## src/lpi_pkg.sv

```systemverilog
// Shared types and constants for the LFSR permutation index generator.
// Used by every module of the block; depends on nothing else.
package lpi_pkg;

    localparam int DATA_W        = 16;
    localparam int HB_W          = 4;
    localparam int NUM_MASK_REGS = 4;
    localparam int ADDR_W        = 5;
    localparam int APB_DATA_W    = 32;

    localparam logic [DATA_W-1:0] DATA_LENGTH_RST = 16'd1;
    localparam logic [HB_W-1:0]   HIGH_BIT_RST    = 4'd15;

    typedef enum logic [2:0] {
        REG_DATA_LENGTH = 3'd0,
        REG_HIGH_BIT    = 3'd1,
        REG_MASK_ZERO   = 3'd2,
        REG_MASK_ONE    = 3'd3,
        REG_MASK_TWO    = 3'd4,
        REG_MASK_THREE  = 3'd5
    } t_reg_idx;

    typedef enum logic [1:0] {
        FUNC_INIT = 2'd0,
        FUNC_NEXT = 2'd1,
        FUNC_PREV = 2'd2,
        FUNC_NONE = 2'd3
    } t_func;

    typedef struct packed {
        logic [DATA_W-1:0]                    data_length;
        logic [HB_W-1:0]                      high_bit;
        logic [NUM_MASK_REGS-1:0][DATA_W-1:0] masks;
    } t_cfg;

    typedef struct packed {
        logic load_init;
        logic step;
        logic step_left;
        logic fin1;
        logic fin2;
    } t_ctrl;

endpackage

```

## src/lpi_cfg_regs.sv

```systemverilog
// APB register bank for data length, feedback bit position and tap masks.
// Depends on lpi_pkg.
module lpi_cfg_regs
    import lpi_pkg::*;
(
    input  logic                  i_clk,
    input  logic                  i_rst_n,
    input  logic                  psel,
    input  logic                  penable,
    input  logic                  pwrite,
    input  logic [ADDR_W-1:0]     paddr,
    input  logic [APB_DATA_W-1:0] pwdata,
    output logic [APB_DATA_W-1:0] prdata,
    output logic                  pready,
    output t_cfg                  o_cfg
);

    t_cfg     r_cfg;
    t_cfg     n_cfg;
    t_reg_idx w_idx;

    assign w_idx  = t_reg_idx'(paddr[ADDR_W-1:2]);
    assign pready = 1'b1;
    assign o_cfg  = r_cfg;

    always_comb begin
        n_cfg = r_cfg;
        if (psel && penable && pwrite) begin
            case (w_idx)
                REG_DATA_LENGTH: n_cfg.data_length = pwdata[DATA_W-1:0];
                REG_HIGH_BIT:    n_cfg.high_bit    = pwdata[HB_W-1:0];
                REG_MASK_ZERO:   n_cfg.masks[0]    = pwdata[DATA_W-1:0];
                REG_MASK_ONE:    n_cfg.masks[1]    = pwdata[DATA_W-1:0];
                REG_MASK_TWO:    n_cfg.masks[2]    = pwdata[DATA_W-1:0];
                REG_MASK_THREE:  n_cfg.masks[3]    = pwdata[DATA_W-1:0];
                default: ;
            endcase
        end
    end

    always_comb begin
        case (w_idx)
            REG_DATA_LENGTH: prdata = APB_DATA_W'(r_cfg.data_length);
            REG_HIGH_BIT:    prdata = APB_DATA_W'(r_cfg.high_bit);
            REG_MASK_ZERO:   prdata = APB_DATA_W'(r_cfg.masks[0]);
            REG_MASK_ONE:    prdata = APB_DATA_W'(r_cfg.masks[1]);
            REG_MASK_TWO:    prdata = APB_DATA_W'(r_cfg.masks[2]);
            REG_MASK_THREE:  prdata = APB_DATA_W'(r_cfg.masks[3]);
            default:         prdata = '0;
        endcase
    end

    always_ff @(posedge i_clk) begin
        if (!i_rst_n) begin
            r_cfg.data_length <= DATA_LENGTH_RST;
            r_cfg.high_bit    <= HIGH_BIT_RST;
            r_cfg.masks       <= '0;
        end else begin
            r_cfg <= n_cfg;
        end
    end

endmodule

```

## src/lpi_datapath.sv

```systemverilog
// LFSR state, shared step unit and the final offset correction of the index.
// Depends on lpi_pkg; driven by lpi_ctrl through a t_ctrl struct.
module lpi_datapath
    import lpi_pkg::*;
#(
    parameter int INDEX_WIDTH = 16,
    parameter int MASK_COUNT  = 4
) (
    input  logic              i_clk,
    input  logic              i_rst_n,
    input  t_cfg              i_cfg,
    input  t_ctrl             i_ctrl,
    input  logic [1:0]        i_seqno,
    output logic              o_above,
    output logic [DATA_W-1:0] o_index,
    output logic              o_index_valid
);

    localparam int IW = INDEX_WIDTH;
    localparam int WW = (IW > DATA_W) ? IW : DATA_W;

    logic [IW-1:0]     r_state;
    logic [IW-1:0]     r_mask;
    logic [IW-1:0]     r_offset;
    logic [IW-1:0]     r_acc;
    logic              r_lt;
    logic [DATA_W-1:0] r_index;
    logic              r_valid;

    logic [IW-1:0]     w_dl;
    logic [IW-1:0]     w_step;
    logic [IW-1:0]     w_hb_shift;
    logic              w_fb_left;
    logic [IW-1:0]     w_right;
    logic [IW-1:0]     w_left;
    logic [DATA_W-1:0] w_off16;
    logic [IW-1:0]     w_off;
    logic [IW-1:0]     w_sel_mask;
    logic [IW-1:0]     w_sum;

    assign w_dl = IW'(i_cfg.data_length);

    // Shared step unit: one Galois step in the selected direction.
    assign w_right    = (r_state >> 1) ^ (r_state[0] ? r_mask : '0);
    assign w_hb_shift = r_state >> i_cfg.high_bit;
    assign w_fb_left  = w_hb_shift[0];
    assign w_left     = (r_state << 1) ^ (w_fb_left ? {r_mask[IW-2:0], 1'b1} : '0);
    assign w_step     = i_ctrl.step_left ? w_left : w_right;
    assign o_above    = WW'(w_step) > WW'(i_cfg.data_length);

    assign w_off16    = i_cfg.data_length >> (3'd1 + 3'(i_seqno));
    assign w_off      = IW'(w_off16);
    assign w_sel_mask = (32'(i_seqno) < MASK_COUNT) ? IW'(i_cfg.masks[i_seqno]) : '0;
    assign w_sum      = r_acc + (r_lt ? w_dl : '0);

    always_ff @(posedge i_clk) begin
        if (!i_rst_n) begin
            r_state  <= '0;
            r_mask   <= '0;
            r_offset <= '0;
        end else if (i_ctrl.load_init) begin
            r_mask   <= w_sel_mask;
            r_offset <= w_off;
            r_state  <= IW'(i_seqno) + IW'(1) + w_off;
        end else if (i_ctrl.step) begin
            r_state  <= w_step;
        end
    end

    // The wrapped state minus one falls below the offset exactly when the
    // state is nonzero and no larger than the offset.
    always_ff @(posedge i_clk) begin
        if (i_ctrl.fin1) begin
            r_acc <= r_state - IW'(1) - r_offset;
            r_lt  <= (r_state != '0) && (r_state <= r_offset);
        end
        if (i_ctrl.fin2) begin
            r_index <= DATA_W'(w_sum);
        end
    end

    always_ff @(posedge i_clk) begin
        if (!i_rst_n) begin
            r_valid <= 1'b0;
        end else begin
            r_valid <= i_ctrl.fin2;
        end
    end

    assign o_index       = r_index;
    assign o_index_valid = r_valid;

endmodule

```

## src/lpi_ctrl.sv

```systemverilog
// Sequencer that runs the step unit until the state is accepted, then finishes.
// Depends on lpi_pkg; drives lpi_datapath through a t_ctrl struct.
module lpi_ctrl
    import lpi_pkg::*;
#(
    parameter int INDEX_WIDTH = 16
) (
    input  logic       i_clk,
    input  logic       i_rst_n,
    input  logic       i_start,
    input  logic [1:0] i_func,
    input  logic       i_above,
    output t_ctrl      o_ctrl,
    output logic       o_busy
);

    localparam int IW = INDEX_WIDTH;
    localparam logic [IW:0] STEP_LIMIT = {1'b1, {IW{1'b0}}};

    typedef enum logic [3:0] {
        S_IDLE = 4'b0001,
        S_STEP = 4'b0010,
        S_FIN1 = 4'b0100,
        S_FIN2 = 4'b1000
    } t_state;

    t_state      r_state;
    t_state      n_state;
    logic [IW:0] r_cnt;
    logic [IW:0] n_cnt;
    logic        r_left;
    logic        n_left;
    logic        w_accept;

    assign w_accept = i_start && (r_state == S_IDLE);
    assign o_busy   = (r_state != S_IDLE);

    always_comb begin
        n_state = r_state;
        n_cnt   = r_cnt;
        n_left  = r_left;
        o_ctrl  = '0;
        o_ctrl.step_left = r_left;
        case (r_state)
            S_IDLE: begin
                if (w_accept) begin
                    case (t_func'(i_func))
                        FUNC_INIT: o_ctrl.load_init = 1'b1;
                        FUNC_NEXT: begin
                            n_state = S_STEP;
                            n_left  = 1'b0;
                            n_cnt   = '0;
                        end
                        FUNC_PREV: begin
                            n_state = S_STEP;
                            n_left  = 1'b1;
                            n_cnt   = '0;
                        end
                        default: ;
                    endcase
                end
            end
            S_STEP: begin
                o_ctrl.step = 1'b1;
                n_cnt = r_cnt + 1'b1;
                if (!i_above || (n_cnt == STEP_LIMIT)) begin
                    n_state = S_FIN1;
                end
            end
            S_FIN1: begin
                o_ctrl.fin1 = 1'b1;
                n_state = S_FIN2;
            end
            S_FIN2: begin
                o_ctrl.fin2 = 1'b1;
                n_state = S_IDLE;
            end
            default: n_state = S_IDLE;
        endcase
    end

    always_ff @(posedge i_clk) begin
        if (!i_rst_n) begin
            r_state <= S_IDLE;
            r_cnt   <= '0;
            r_left  <= 1'b0;
        end else begin
            r_state <= n_state;
            r_cnt   <= n_cnt;
            r_left  <= n_left;
        end
    end

endmodule

```

## src/lfsr_permutation_index.sv

```systemverilog
// An init beat is taken without raising busy and gives no result. A next or prev beat keeps
// the block busy while S_STEP runs the N LFSR steps the rejection loop needs (one step per
// cycle through the single shared step unit, at least one, at most 2^INDEX_WIDTH), then
// through S_FIN1 and S_FIN2; the index strobe shows in the first cycle with busy low and
// lasts one cycle. The receiver cannot stall, so each index must be taken as it shows.
// Top level of the LFSR permutation index generator; depends on lpi_pkg,
// lpi_cfg_regs, lpi_ctrl and lpi_datapath.
module lfsr_permutation_index
    import lpi_pkg::*;
#(
    parameter int INDEX_WIDTH = 16,
    parameter int MASK_COUNT  = 4
) (
    input  logic                  i_clk,
    input  logic                  i_rst_n,
    input  logic                  psel,
    input  logic                  penable,
    input  logic                  pwrite,
    input  logic [ADDR_W-1:0]     paddr,
    input  logic [APB_DATA_W-1:0] pwdata,
    output logic [APB_DATA_W-1:0] prdata,
    output logic                  pready,
    input  logic                  start,
    output logic                  busy,
    input  logic [1:0]            i_func,
    input  logic [1:0]            i_seqno,
    output logic                  o_index_valid,
    output logic [DATA_W-1:0]     o_index
);

    t_cfg  w_cfg;
    t_ctrl w_ctrl;
    logic  w_above;

    lpi_cfg_regs u_cfg (
        .i_clk   (i_clk),
        .i_rst_n (i_rst_n),
        .psel    (psel),
        .penable (penable),
        .pwrite  (pwrite),
        .paddr   (paddr),
        .pwdata  (pwdata),
        .prdata  (prdata),
        .pready  (pready),
        .o_cfg   (w_cfg)
    );

    lpi_ctrl #(
        .INDEX_WIDTH (INDEX_WIDTH)
    ) u_ctrl (
        .i_clk   (i_clk),
        .i_rst_n (i_rst_n),
        .i_start (start),
        .i_func  (i_func),
        .i_above (w_above),
        .o_ctrl  (w_ctrl),
        .o_busy  (busy)
    );

    lpi_datapath #(
        .INDEX_WIDTH (INDEX_WIDTH),
        .MASK_COUNT  (MASK_COUNT)
    ) u_dp (
        .i_clk         (i_clk),
        .i_rst_n       (i_rst_n),
        .i_cfg         (w_cfg),
        .i_ctrl        (w_ctrl),
        .i_seqno       (i_seqno),
        .o_above       (w_above),
        .o_index       (o_index),
        .o_index_valid (o_index_valid)
    );

endmodule

```

## config.mk

```make
export PLATFORM = sky130hd
export DESIGN_NAME = lfsr_permutation_index
export DESIGN_NICKNAME = d
export VERILOG_FILES = /design/src/lpi_pkg.sv /design/src/lpi_cfg_regs.sv /design/src/lpi_datapath.sv /design/src/lpi_ctrl.sv /design/src/lfsr_permutation_index.sv
export SDC_FILE = /design/constraint.sdc
export NUM_CORES = 1
export LEC_CHECK = 0
export BUFFER_PORTS_ARGS = -buffer_cell sky130_fd_sc_hd__buf_2
export CAP_MARGIN = 20
export CORE_UTILIZATION = 55
export DETAILED_ROUTE_END_ITERATION = 10
export GPL_TIMING_DRIVEN = 0
export HOLD_SLACK_MARGIN = 0.15
export PLACE_DENSITY_LB_ADDON = 0.05
export RECOVER_POWER = 25
export SYNTH_ARGS = -nofsm -noshare
export SYNTH_HDL_FRONTEND = slang
export SYNTH_SLANG_ARGS = --single-unit
```

## constraint.sdc

```tcl
create_clock -name i_clk -period 3.02 [get_ports i_clk]
set_input_delay 0.302 -clock i_clk [delete_from_list [all_inputs] [get_ports i_clk]]
set_output_delay 0.302 -clock i_clk [all_outputs]
set_load 0.05 [all_outputs]
```

Yosys cells after proc, flatten, opt, wreduce, memory -nomap -nowiden
Index checks and enable logic that the tools add are counted.
{ "op_classes": {"n_reduce_logical": 22, "n_shift": 2, "bitwise_logic": 2, "eq_ne": 16, "muxes": 23, "order_cmp": 3, "add_sub_neg": 7} }
{ "op_table": {"columns": ["operator", "count"], "rows": [
  ["$mux 16", 7],
  ["$pmux 16 s6", 1],
  ["$mux 17", 2],
  ["$pmux 17 s2", 1],
  ["$add 16x16->16", 2],
  ["$bmux 16 s2", 1],
  ["$add 17x1->17 const B", 1],
  ["$eq 17x17->1 const B", 1],
  ["$gt 16x16->1", 1],
  ["$le 16x16->1", 1],
  ["$reduce_bool 16->1", 1],
  ["$shr 16x3->16", 1],
  ["$shr 16x4->1", 1],
  ["$sub 16x1->16 const B", 1],
  ["$sub 16x16->16", 1],
  ["$xor 15x16->16", 1],
  ["$xor 16x16->16", 1],
  ["$mux 4", 3],
  ["$pmux 4 s3", 1],
  ["$reduce_and 2->1", 6],
  ["$reduce_and 3->1", 3],
  ["$eq 3x2->1 const B", 2],
  ["$eq 3x3->1 const B", 2],
  ["$mux 1", 6],
  ["21 further kinds", 27]
]} }
{ "totals": {"inputBits": 47, "wordCells": 91, "output_inout_bits": 51, "ff_bits": 188} }

Depth between registers and ports, before layout
Gate-level depths: netlist (run 1).
{ "logic_depth": {"ltp_word": 9, "depth_mapped": 15, "ltp_nobuf": 13} }

Modules after synthesis
A second synthesis (run 1) with hierarchy kept.
{ "unflattened": {"cells_unflattened": 1325, "area_unflattened_um2": 11920.2} }
{ "by_module_without_submodules": {"columns": ["mod", "area_each_um2", "seq_area_each_um2", "cells_each", "instances"], "rows": [
  ["lpi_datapath", 6631.4, 1951.9, 732, 1],
  ["lpi_cfg_regs", 3876.2, 1681.6, 405, 1],
  ["lpi_ctrl", 1412.6, 440.4, 188, 1]
]} }

Least setup slack after synthesis (run 1)
No wires, ideal clock.
{ "synth_timing": {"kind": "register to register", "start": "reg u_cfg.r_cfg, in the netlist u_cfg.o_cfg[65]", "end": "reg u_ctrl.r_state[1]", "path_stages_with_launch": 15, "n_path_buf": 1, "path_slack_ps": -203, "t_arrival_ps": 3165, "setup_ps": 58, "required_ps": 2962, "period_less_slack_ps": 3223, "path_cell_list": "dfxtp_1 mux4_1 mux2_2 o21a_4 buf_6 nand2_1 xor2_1 mux2i_1 ha_1 nand3_1 nor4_1 a21boi_0 o31ai_1 a41oi_1 o21a_1"} }
{ "synth_via": {"elab_chain_len": 9} }
{ "synth_rtl": {"columns": ["element", "line_no", "source"], "rows": [
  ["start: declaration", "lpi_cfg_regs.sv:18", "t_cfg r_cfg;"],
  ["start signal: assignment", "lpi_cfg_regs.sv:59", "r_cfg <= n_cfg;"],
  ["$shr 16x4->1", "lpi_datapath.sv:45", "assign w_hb_shift = r_state >> i_cfg.high_bit;"],
  ["$mux 16", "lpi_datapath.sv:47", "assign w_left = (r_state << 1) ^ (w_fb_left ? {r_mask[IW-2:0], 1'b1} : '0);"],
  ["$xor 16x16->16", "lpi_datapath.sv:47", null],
  ["$mux 16", "lpi_datapath.sv:48", "assign w_step = i_ctrl.step_left ? w_left : w_right;"],
  ["$gt 16x16->1", "lpi_datapath.sv:49", "assign o_above = WW'(w_step) > WW'(i_cfg.data_length);"],
  ["$logic_not 1->1", "lpi_ctrl.sv:66", "if (!i_above || (n_cnt == STEP_LIMIT)) begin"],
  ["$logic_or 1x1->1", "lpi_ctrl.sv:66", null],
  ["$ne 2x1->1 (no source line)", null, null],
  ["$reduce_and 3->1 (no source line)", null, null],
  ["end signal: assignment", "lpi_ctrl.sv:88", "r_state <= n_state;"],
  ["end: declaration", "lpi_ctrl.sv:27", "t_state r_state;"]
]} }
No other way between the ends.
A chain may end at the register's enable or synchronous reset.

Final worst setup path (run 1)
Same ends and word-level chain as after synthesis.

==> results of run 1 <==
[cell type report]
class,instances,area (µm²)
well taps,275,344
flip-flops and latches,187,4090
clock inverters,13,131
fillers,1884,7550
repair buffers,91,548
inverters,55,206
plain buffers,102,490
clock buffers,19,433
multi-input cells,1131,7360
[through the flow]
stage	std cells	cell area (µm²)	total power, mW
final	1873	13600	5.51
after global routing	1873	13600	5.69
after CTS	1871	13600	5.51
after detailed placement	1820	12700	3.29
after global placement	1816	12700	3.28
after floorplan	1481	12000	3.10
[state kept, by name (all words and copies together) (netlist names)]
name                cells
u_dp.o_index_valid      1
u_ctrl.r_state          4
u_ctrl.r_left           1
u_dp.r_state           16
u_dp.r_mask            16
u_dp.r_lt               1
u_dp.o_index           16
u_cfg.o_cfg            84
u_dp.r_offset          15
u_ctrl.r_cnt           17
u_dp.r_acc             16
[cell usage in the layout (no fill, tap or decap), types with 7 or more instances in the layout]
cell and count:
and3_1 14, inv_1 54, xor2_1 20, mux4_2 23, o211ai_1 7, a21oi_1 156
or3_1 7, a22oi_1 21, edfxtp_1 33, dfxtp_1 144, nand4_1 11, o21ai_0 39
a221oi_1 7, a21o_1 14, nand2_1 300, ha_1 53, clkbuf_1 91, dlygate4sd3_1 13
mux2_2 9, buf_2 49, conb_1 17, a31oi_1 11, a211oi_1 9, nand2b_1 11
o22ai_1 9, nand3_1 26, nor3_1 24, o221ai_1 12, clkbuf_16 17, xnor2_1 35
o21a_1 9, buf_4 33, dfxtp_2 9, and2_1 22, mux2i_1 46, nor2_1 92
[power groups by stage]
stage	Clock (mW)	Sequential, mW	Combinational, mW
after floorplan	0	2.63	0.473
after global placement	0	2.64	0.641
after detailed placement	0	2.64	0.648
after CTS	2.23	2.58	0.689
after global routing	2.34	2.59	0.764
final	2.22	2.58	0.709
[cell families (layout without fill, tap and decap cells)]
kind of cell	after synthesis	after routing	share of synthesized area [%]
xor+xnor	59	59	4.33
simple gates	565	565	21.5
buf+inv	163	280	5.92
flops	187	187	34.2
fa+ha+maj	57	57	6.17
mux	81	81	9.38
compound gates	352	352	18.5
other cells	2	17	0.0630
[worst max-delay path: stages, from the launching register on]
cell and delay (ns):
dfxtp_4 0.37, mux4_2 0.49, mux2_4 0.29, o21a_4 0.25, buf_8 0.15, nand2_2 0.07
mux2i_2 0.24, nor2_1 0.09, ha_1 0.32, nand3_2 0.14, o221a_2 0.31, o21ai_1 0.21
o31ai_2 0.12, a41oi_2 0.20, o21a_1 0.13
[worst paths after layout]
| kind | from | depth (start not counted) | slack (ns) | endpoint |
|---|---|---|---|---|
| worst max register to register | u_cfg.o_cfg[65] | 14 | -0.43 | u_ctrl.r_state[1] |
| worst min-delay path | pwdata[5] | 3 | 0.16 | u_cfg.o_cfg[21] |
| worst min register to register | u_dp.r_offset[1] | 2 | 0.46 | u_dp.r_offset[1] |
| worst max-delay path | u_cfg.o_cfg[65] | 14 | -0.43 | u_ctrl.r_state[1] |
[layer usage]
layer,vias up,wire length (µm)
met5,-,0
met4,0,1280
met3,91,2730
met2,487,16900
met1,5357,15300
li1,5414,-
[repair_timing]
action,4_1_cts,5_1_grt
setup endpoints to repair,15,12
pin swaps,13,4
gates resized for setup,35,13
endpoints found under the hold margin,54,1
hold buffers,12,1
cloned,1,0
buffers inserted,12,1
==> results.json, run 1 <==
{
  "syn_area_mm2": 0.0119,
  "slew-limit-headroom_pct": 19.9,
  "cts_max_level": 4,
  "tightest_slew_ns": 1.19,
  "async_flop_share_pct": 0,
  "initialDrtViolationCount": 943,
  "fin_nets": 1689,
  "place_ws_ns": -0.779,
  "hold_slack_ns": 0.157,
  "p_comb_share_pct": 12.9,
  "syn_inst": 1466,
  "critical_path_class": "reg -> reg",
  "yosys.area.top_type": "dfxtp_1",
  "io_buffers": 60,
  "drc_errors": 0,
  "power.share.switching_pct": 29.0,
  "sequentialPowerShare_pct": 46.9,
  "overflow": 0,
  "ir_drop_mv": 0.405,
  "ioPinCount": 98,
  "dieWidth_um": 149,
  "end_kind": "flip-flop",
  "busiest_layer": "met2",
  "period_share_pct": 114,
  "cts-root-buf": "clkbuf_16",
  "grt_usage_pct": 33.1,
  "hold_viol_final": 0,
  "p_int_mw": 3.91,
  "synth.most_common_cell": "nand2_1",
  "synth_cell_type_count": 77,
  "wirelength_um": 36300,
  "power.switching_mw": 1.60,
  "cts_buffer_depth": 2,
  "dp_hpwl_um": 27600,
  "die_h_um": 149,
  "path_max_fanout": 6,
  "cp.required_ns": 3.41,
  "synth_ff_type": "dfxtp_1",
  "clk_latency_ns": 0.45,
  "die_area_mm2": 0.0223,
  "fin_skew_ns": 0.0139,
  "clock_sinks": 187,
  "avgSynthCellArea_um2": 8.13,
  "finalSetupTns_ns": -0.842,
  "synth_area_leaders": "dfxtp_1 26%, nand2_1 9.6%, edfxtp_1 8.3%, a21oi_1 6.7%, ha_1 5.7%",
  "gr-usage-met1_pct": 43.4,
  "met2_usage_pct": 53.3,
  "fp-row-count": 53,
  "grt_antenna_before_repair": 0,
  "arrival_ns": 3.84,
  "hp-class": "in -> reg",
  "synth-edff-count": 33,
  "wl_per_cell_um": 19.4,
  "timing.final.ws_setup_ns": -0.427,
  "gp_congestion": 0.970,
  "rsz0062_at_grt": "yes",
  "cts_tree": "built",
  "antennaDiodeCount": 0,
  "cellPowerDensity_mw_per_mm2": 405,
  "avgViaCountPerCell": 6.06,
  "max_cap_viol_count": 0,
  "min_period_ns": 3.45,
  "timing.fmax_mhz": 290,
  "first_global_vias": 10400,
  "drt_pre_antenna_iters": 6,
  "cts-buffers-inserted": 17,
  "clk_pin_slew_ns": 0.08,
  "ys_seq_area_share_pct": 34.2,
  "initial_core_util_pct": 56.4,
  "ys_top_cells_by_count": "305 x nand2_1, 160 x a21oi_1, 154 x dfxtp_1",
  "power_frac_clock_pct": 40.3,
  "grt_use_met3_pct": 5.87,
  "violations": "negative setup slack",
  "outcome": "finished with violations",
  "grt_max_degree": 19,
  "core_area_mm2": 0.0212,
  "drive_gt1_share_pct": 12.8,
  "area_growth_pct": 14.1,
  "setup_viol": 2,
  "report.final.slew_viol_count": 0,
  "ys_warn_count": 0,
  "yosysTopAreaCellShare_pct": 25.9,
  "ant_nets": 0,
  "final_core_util_pct": 64.3,
  "p_leak_nw": 5.12,
  "synth.ff_latch_count": 187,
  "grt_pass1_wl_um": 56300,
  "vias": 11300,
  "crit_path_start_kind": "flip-flop"
}
No activity file was read; power rests on OpenSTA's default activity.
==> run 2, diff against run 1 <==
--- a/config.mk
+++ b/config.mk
@@ -5,9 +5,13 @@
 export SDC_FILE = /design/constraint.sdc
 export NUM_CORES = 1
 export LEC_CHECK = 0
+export ABC_CLOCK_PERIOD_IN_PS = 3020
 export BUFFER_PORTS_ARGS = -buffer_cell sky130_fd_sc_hd__buf_2
 export CAP_MARGIN = 20
-export CORE_UTILIZATION = 55
+export CELL_PAD_IN_SITES_DETAIL_PLACEMENT = 0
+export CELL_PAD_IN_SITES_GLOBAL_PLACEMENT = 1
+export CORE_UTILIZATION = 43
+export CTS_BUF_LIST = sky130_fd_sc_hd__clkbuf_4
 export DETAILED_ROUTE_END_ITERATION = 10
 export GPL_TIMING_DRIVEN = 0
 export HOLD_SLACK_MARGIN = 0.15
==> results.json, run 2 (synthesized netlist as in run 1, its figures left out) <==
{
  "outcome": "finished with violations",
  "violations": "negative setup slack",
  "fin_nets": 1709,
  "cts_tree": "built",
  "report.final.slew_viol_count": 0,
  "first_global_vias": 10600,
  "p_comb_share_pct": 15.9,
  "wl_per_cell_um": 19.9,
  "timing.fmax_mhz": 290,
  "cts_buffer_depth": 2,
  "drt_pre_antenna_iters": 5,
  "wirelength_um": 39600,
  "grt_usage_pct": 28.5,
  "cellPowerDensity_mw_per_mm2": 353,
  "grt_antenna_before_repair": 1,
  "fin_skew_ns": 0.0462,
  "drc_errors": 0,
  "power.share.switching_pct": 33.0,
  "overflow": 0,
  "path_max_fanout": 7,
  "area_growth_pct": 15.2,
  "tightest_slew_ns": 0.977,
  "layout_common_cells": "298 x nand2_1, 156 x a21oi_1, 142 x dfxtp_1, 92 x nor2_1, 90 x clkbuf_1",
  "initialDrtViolationCount": 846,
  "p_int_mw": 3.24,
  "max_cap_viol_count": 0,
  "grt_max_degree": 20,
  "ir_drop_mv": 0.196,
  "p_leak_nw": 5.17,
  "io_buffers": 60,
  "critical_path_class": "reg -> reg",
  "slew-limit-headroom_pct": 34.3,
  "cp.required_ns": 3.62,
  "end_kind": "flip-flop",
  "arrival_ns": 4.04,
  "setup_viol": 2,
  "clock_sinks": 187,
  "fin_area_mm2": 0.0137,
  "initial_core_util_pct": 44.0,
  "die_area_mm2": 0.0284,
  "crit_path_start_kind": "flip-flop",
  "core_area_mm2": 0.0271,
  "period_share_pct": 114,
  "clk_pin_slew_ns": 0.21,
  "gp_congestion": 0.940,
  "cts-buffers-inserted": 17,
  "avgViaCountPerCell": 5.60,
  "min_period_ns": 3.44,
  "cts-root-buf": "clkbuf_4",
  "timing.final.ws_setup_ns": -0.424,
  "hp-class": "in -> reg",
  "placed_area_mm2": 0.0128,
  "reg2reg_setup_slack_ns": -0.42,
  "cts_max_level": 4,
  "clk_latency_ns": 0.64,
  "drive_gt1_share_pct": 14.0,
  "largest_reg_flops": 84,
  "layout.cells.most_common": "nand2_1",
  "grt_pass1_wl_um": 61800,
  "place_ws_ns": -0.832,
  "hold_viol_final": 0,
  "dp_hpwl_um": 30000,
  "die_h_um": 169,
  "dieWidth_um": 169,
  "vias": 11200,
  "hold_slack_ns": 0.253,
  "sequentialPowerShare_pct": 53.4,
  "rsz0062_at_grt": "yes",
  "ioPinCount": 98,
  "power.switching_mw": 1.60,
  "ant_nets": 0,
  "fp-row-count": 60,
  "power_frac_clock_pct": 30.6
}
-- run 2: worst paths after layout --
kind	from	end	cells after the start
worst max-delay path	u_dp.r_state[12]	u_ctrl.r_state[1]	14
worst min-delay path	paddr[3]	u_cfg.o_cfg[31]	5
worst max register to register	u_dp.r_state[12]	u_ctrl.r_state[1]	14
worst min register to register	u_dp.r_offset[8]	u_dp.r_offset[8]	2
-- run 2: per-stage QoR --
step	std cells	setup TNS (ns)	power (mW)	utilization, %
detailed placement	1917	-10.32	3.31	47.4
floorplan	1481	-0.182	3.10	-
finish	1991	-0.840	4.84	50.7
CTS	1984	-0.651	4.83	50.4
global placement	1913	-42.63	3.31	47.2
global route	1991	-1.33	5.01	50.7
-- run 2: layer usage --
metal,wire length [µm],global-route usage [%],up-vias,part of all wire (%)
met5,0,0,-,0
met4,993,8.54,0,2.5
met3,1880,3.90,70,4.7
met2,18500,47.9,299,47
met1,18200,38.1,5324,46
li1,-,-,5457,-
-- run 2: power by group through the flow --
stage / clock network, mW / logic (mW) / registers [mW]
floorplan: 0 / 0.473 / 2.63
global placement: 0 / 0.665 / 2.64
detailed placement: 0 / 0.666 / 2.64
CTS: 1.50 / 0.742 / 2.59
global route: 1.58 / 0.835 / 2.59
finish: 1.48 / 0.772 / 2.59
-- run 2: cell type report --
type | count | area [µm²]
Inverter | 55 | 206
Clock buffer | 18 | 135
Clock inverter | 14 | 144
Multi-Input combinational cell | 1131 | 7450
Sequential cell | 187 | 4100
Tap cell | 372 | 465
Antenna cell | 1 | 2.50
Timing Repair Buffer | 109 | 732
Fill cell | 2733 | 13400
Buffer | 104 | 504
-- run 2: repair_timing --
item	4_1_cts	5_1_grt
hold endpoints to repair	89	0
hold buffers	21	0
gates resized for setup	49	23
pin swaps	23	12
cloned	2	0
setup endpoints to repair	10	19
setup buffers	16	6
-- run 2: worst max-delay path, cell delays in order, from the launching register on --
cell and delay, ns:
dfxtp_1 0.49, mux4_2 0.52, o22a_1 0.25, o21a_4 0.18, buf_8 0.17, nand2_4 0.07
mux2i_2 0.23, nor2_1 0.09, ha_1 0.34, nand3_4 0.11, nor4_4 0.29, a21boi_4 0.23
o31ai_4 0.09, a41oi_2 0.23, o21a_1 0.13
==> run 3, diff against run 2 <==
--- a/config.mk
+++ b/config.mk
@@ -8,9 +8,7 @@
 export ABC_CLOCK_PERIOD_IN_PS = 3020
 export BUFFER_PORTS_ARGS = -buffer_cell sky130_fd_sc_hd__buf_2
 export CAP_MARGIN = 20
-export CELL_PAD_IN_SITES_DETAIL_PLACEMENT = 0
-export CELL_PAD_IN_SITES_GLOBAL_PLACEMENT = 1
-export CORE_UTILIZATION = 43
+export CORE_UTILIZATION = 55
 export CTS_BUF_LIST = sky130_fd_sc_hd__clkbuf_4
 export DETAILED_ROUTE_END_ITERATION = 10
 export GPL_TIMING_DRIVEN = 0
==> results.json, run 3 (synthesized netlist as in run 1, its figures left out) <==
{
  "hold_depth": 5,
  "place_ws_ns": -0.779,
  "hold_viol_final": 0,
  "layout.cells.most_common": "nand2_1",
  "ioPinCount": 98,
  "cts_max_level": 4,
  "clk_latency_ns": 0.62,
  "grt_antenna_before_repair": 1,
  "largest_reg_flops": 84,
  "fin_nets": 1704,
  "tightest_slew_ns": 0.829,
  "grt_max_degree": 19,
  "placed_area_mm2": 0.0127,
  "reg2reg_setup_slack_ns": -0.44,
  "cellPowerDensity_mw_per_mm2": 350,
  "finalPower_mw": 4.72,
  "min_period_ns": 3.46,
  "drive_gt1_share_pct": 13.4,
  "fp-row-count": 53,
  "report.final.slew_viol_count": 0,
  "slew-limit-headroom_pct": 44.8,
  "max_cap_viol_count": 0,
  "initialDrtViolationCount": 967,
  "cts-root-buf": "clkbuf_4",
  "period_share_pct": 115,
  "clk_pin_slew_ns": 0.18,
  "end_kind": "flip-flop",
  "ir_drop_mv": 0.262,
  "grt_pass1_wl_um": 56300,
  "area_growth_pct": 13.2,
  "dieWidth_um": 149,
  "critical_path_class": "reg -> reg",
  "p_leak_nw": 5.12,
  "wl_per_cell_um": 19.1,
  "arrival_ns": 4.04,
  "hp-class": "in -> reg",
  "clock_sinks": 187,
  "fin_area_mm2": 0.0135,
  "dp_hpwl_um": 27600,
  "die_h_um": 149,
  "violations": "negative setup slack",
  "first_global_vias": 10400,
  "fin_skew_ns": 0.0326,
  "drt_pre_antenna_iters": 7,
  "rsz0062_at_grt": "yes",
  "timing.fmax_mhz": 289,
  "core_area_mm2": 0.0212,
  "cts_buffer_depth": 2,
  "initial_core_util_pct": 56.4,
  "vias": 11300,
  "whs_endpoint": "u_cfg.o_cfg[18]",
  "r2r-end": "u_ctrl.r_state[1]",
  "path_max_fanout": 5,
  "wirelength_um": 36200,
  "grt_usage_pct": 33.0,
  "ant_nets": 0,
  "ff2ff_path_depth": 14,
  "gp_congestion": 0.970,
  "die_area_mm2": 0.0223,
  "worstHoldStart": "pwrite",
  "cts-buffers-inserted": 17,
  "outcome": "finished with violations",
  "drc_errors": 0,
  "timing.final.ws_setup_ns": -0.444,
  "r2r_start": "u_cfg.o_cfg[65]",
  "avgViaCountPerCell": 6.00,
  "crit_path_start_kind": "flip-flop",
  "cp.required_ns": 3.60,
  "io_buffers": 60,
  "setup_viol": 2,
  "layout_common_cells": "300 x nand2_1, 155 x a21oi_1, 143 x dfxtp_1, 92 x nor2_1, 91 x clkbuf_1",
  "overflow": 0,
  "cts_tree": "built"
}
## run 3: cell count changes in the layout (fill, tap and decap cells not counted), sizes merged
cell	previous run	this run
inv	65	61
bufbuf	1	0
clkbuf	112	114
clkinv	3	6
buf	97	92
## run 3: per-stage QoR
step                utilization [%]  std cells  setup TNS (ns)  hold WS [ns]
finish                         63.8       1889          -0.849         0.276
global placement               59.9       1816          -35.37         0.441
floorplan                         -       1481          -0.182         0.426
CTS                            63.4       1885          -0.684         0.232
global route                   63.8       1889           -1.76         0.295
detailed placement             60.1       1820           -9.46         0.448
## run 3: report_power, final
group	switching [mW]	internal [mW]	total (mW)	leakage (nW)
registers	0.0296	2.56	2.59	1.54
logic	0.458	0.277	0.735	3.42
clock network	1.01	0.385	1.39	0.151
total	1.50	3.22	4.72	5.12
## run 3: metal layers
layer / vias to the layer above / part of all wire, % / track usage (%)
li1: 5444 / - / -
met1: 5345 / 42 / 43.5
met2: 456 / 47 / 53.5
met3: 88 / 7.4 / 5.50
met4: 0 / 3.5 / 13.3
met5: - / 0 / 0
## run 3: critical path, stage by stage (launching register included)
cell,delay [ns]
dfxtp_4,0.40
mux4_2,0.49
mux2_4,0.29
o21a_4,0.24
buf_4,0.15
a211o_1,0.32
o21ai_2,0.09
nor2_1,0.08
ha_1,0.29
nand3_2,0.12
o221a_2,0.32
o21ai_2,0.18
o31ai_4,0.10
a41oi_2,0.20
o21a_1,0.15
## run 3: how the worst max path moves through the flow
| stage | start | to | slack [ns] |
|---|---|---|---|
| after floorplan | u_dp.r_state[6] | u_ctrl.r_state[1] | -0.1 |
| after CTS | u_cfg.o_cfg[65] | u_ctrl.r_state[1] | -0.35 |
| after global placement | u_ctrl.r_state[2] | u_dp.r_acc[0] | -0.89 |
| final | u_cfg.o_cfg[65] | u_ctrl.r_state[1] | -0.44 |
| after global routing | u_cfg.o_cfg[65] | u_ctrl.r_state[1] | -0.53 |
| after detailed placement | i_seqno[1] | u_dp.r_state[14] | -0.78 |
## run 3: cell type report
type | count | area, µm²
diodes | 1 | 2.50
plain buffers | 102 | 480
clock buffers | 19 | 143
clock inverters | 13 | 131
fillers | 1923 | 7660
inverters | 55 | 206
multi-input cells | 1131 | 7410
flip-flops and latches | 187 | 4090
well taps | 275 | 344
repair buffers | 106 | 687
## run 3: repair_timing
action | in CTS | in global routing
pin swaps | 17 | 15
hold buffers | 21 | 0
resized for setup | 33 | 23
hold endpoints to repair | 89 | 0
buffers inserted | 16 | 3
setup endpoints to repair | 7 | 17
gates cloned | 1 | 0
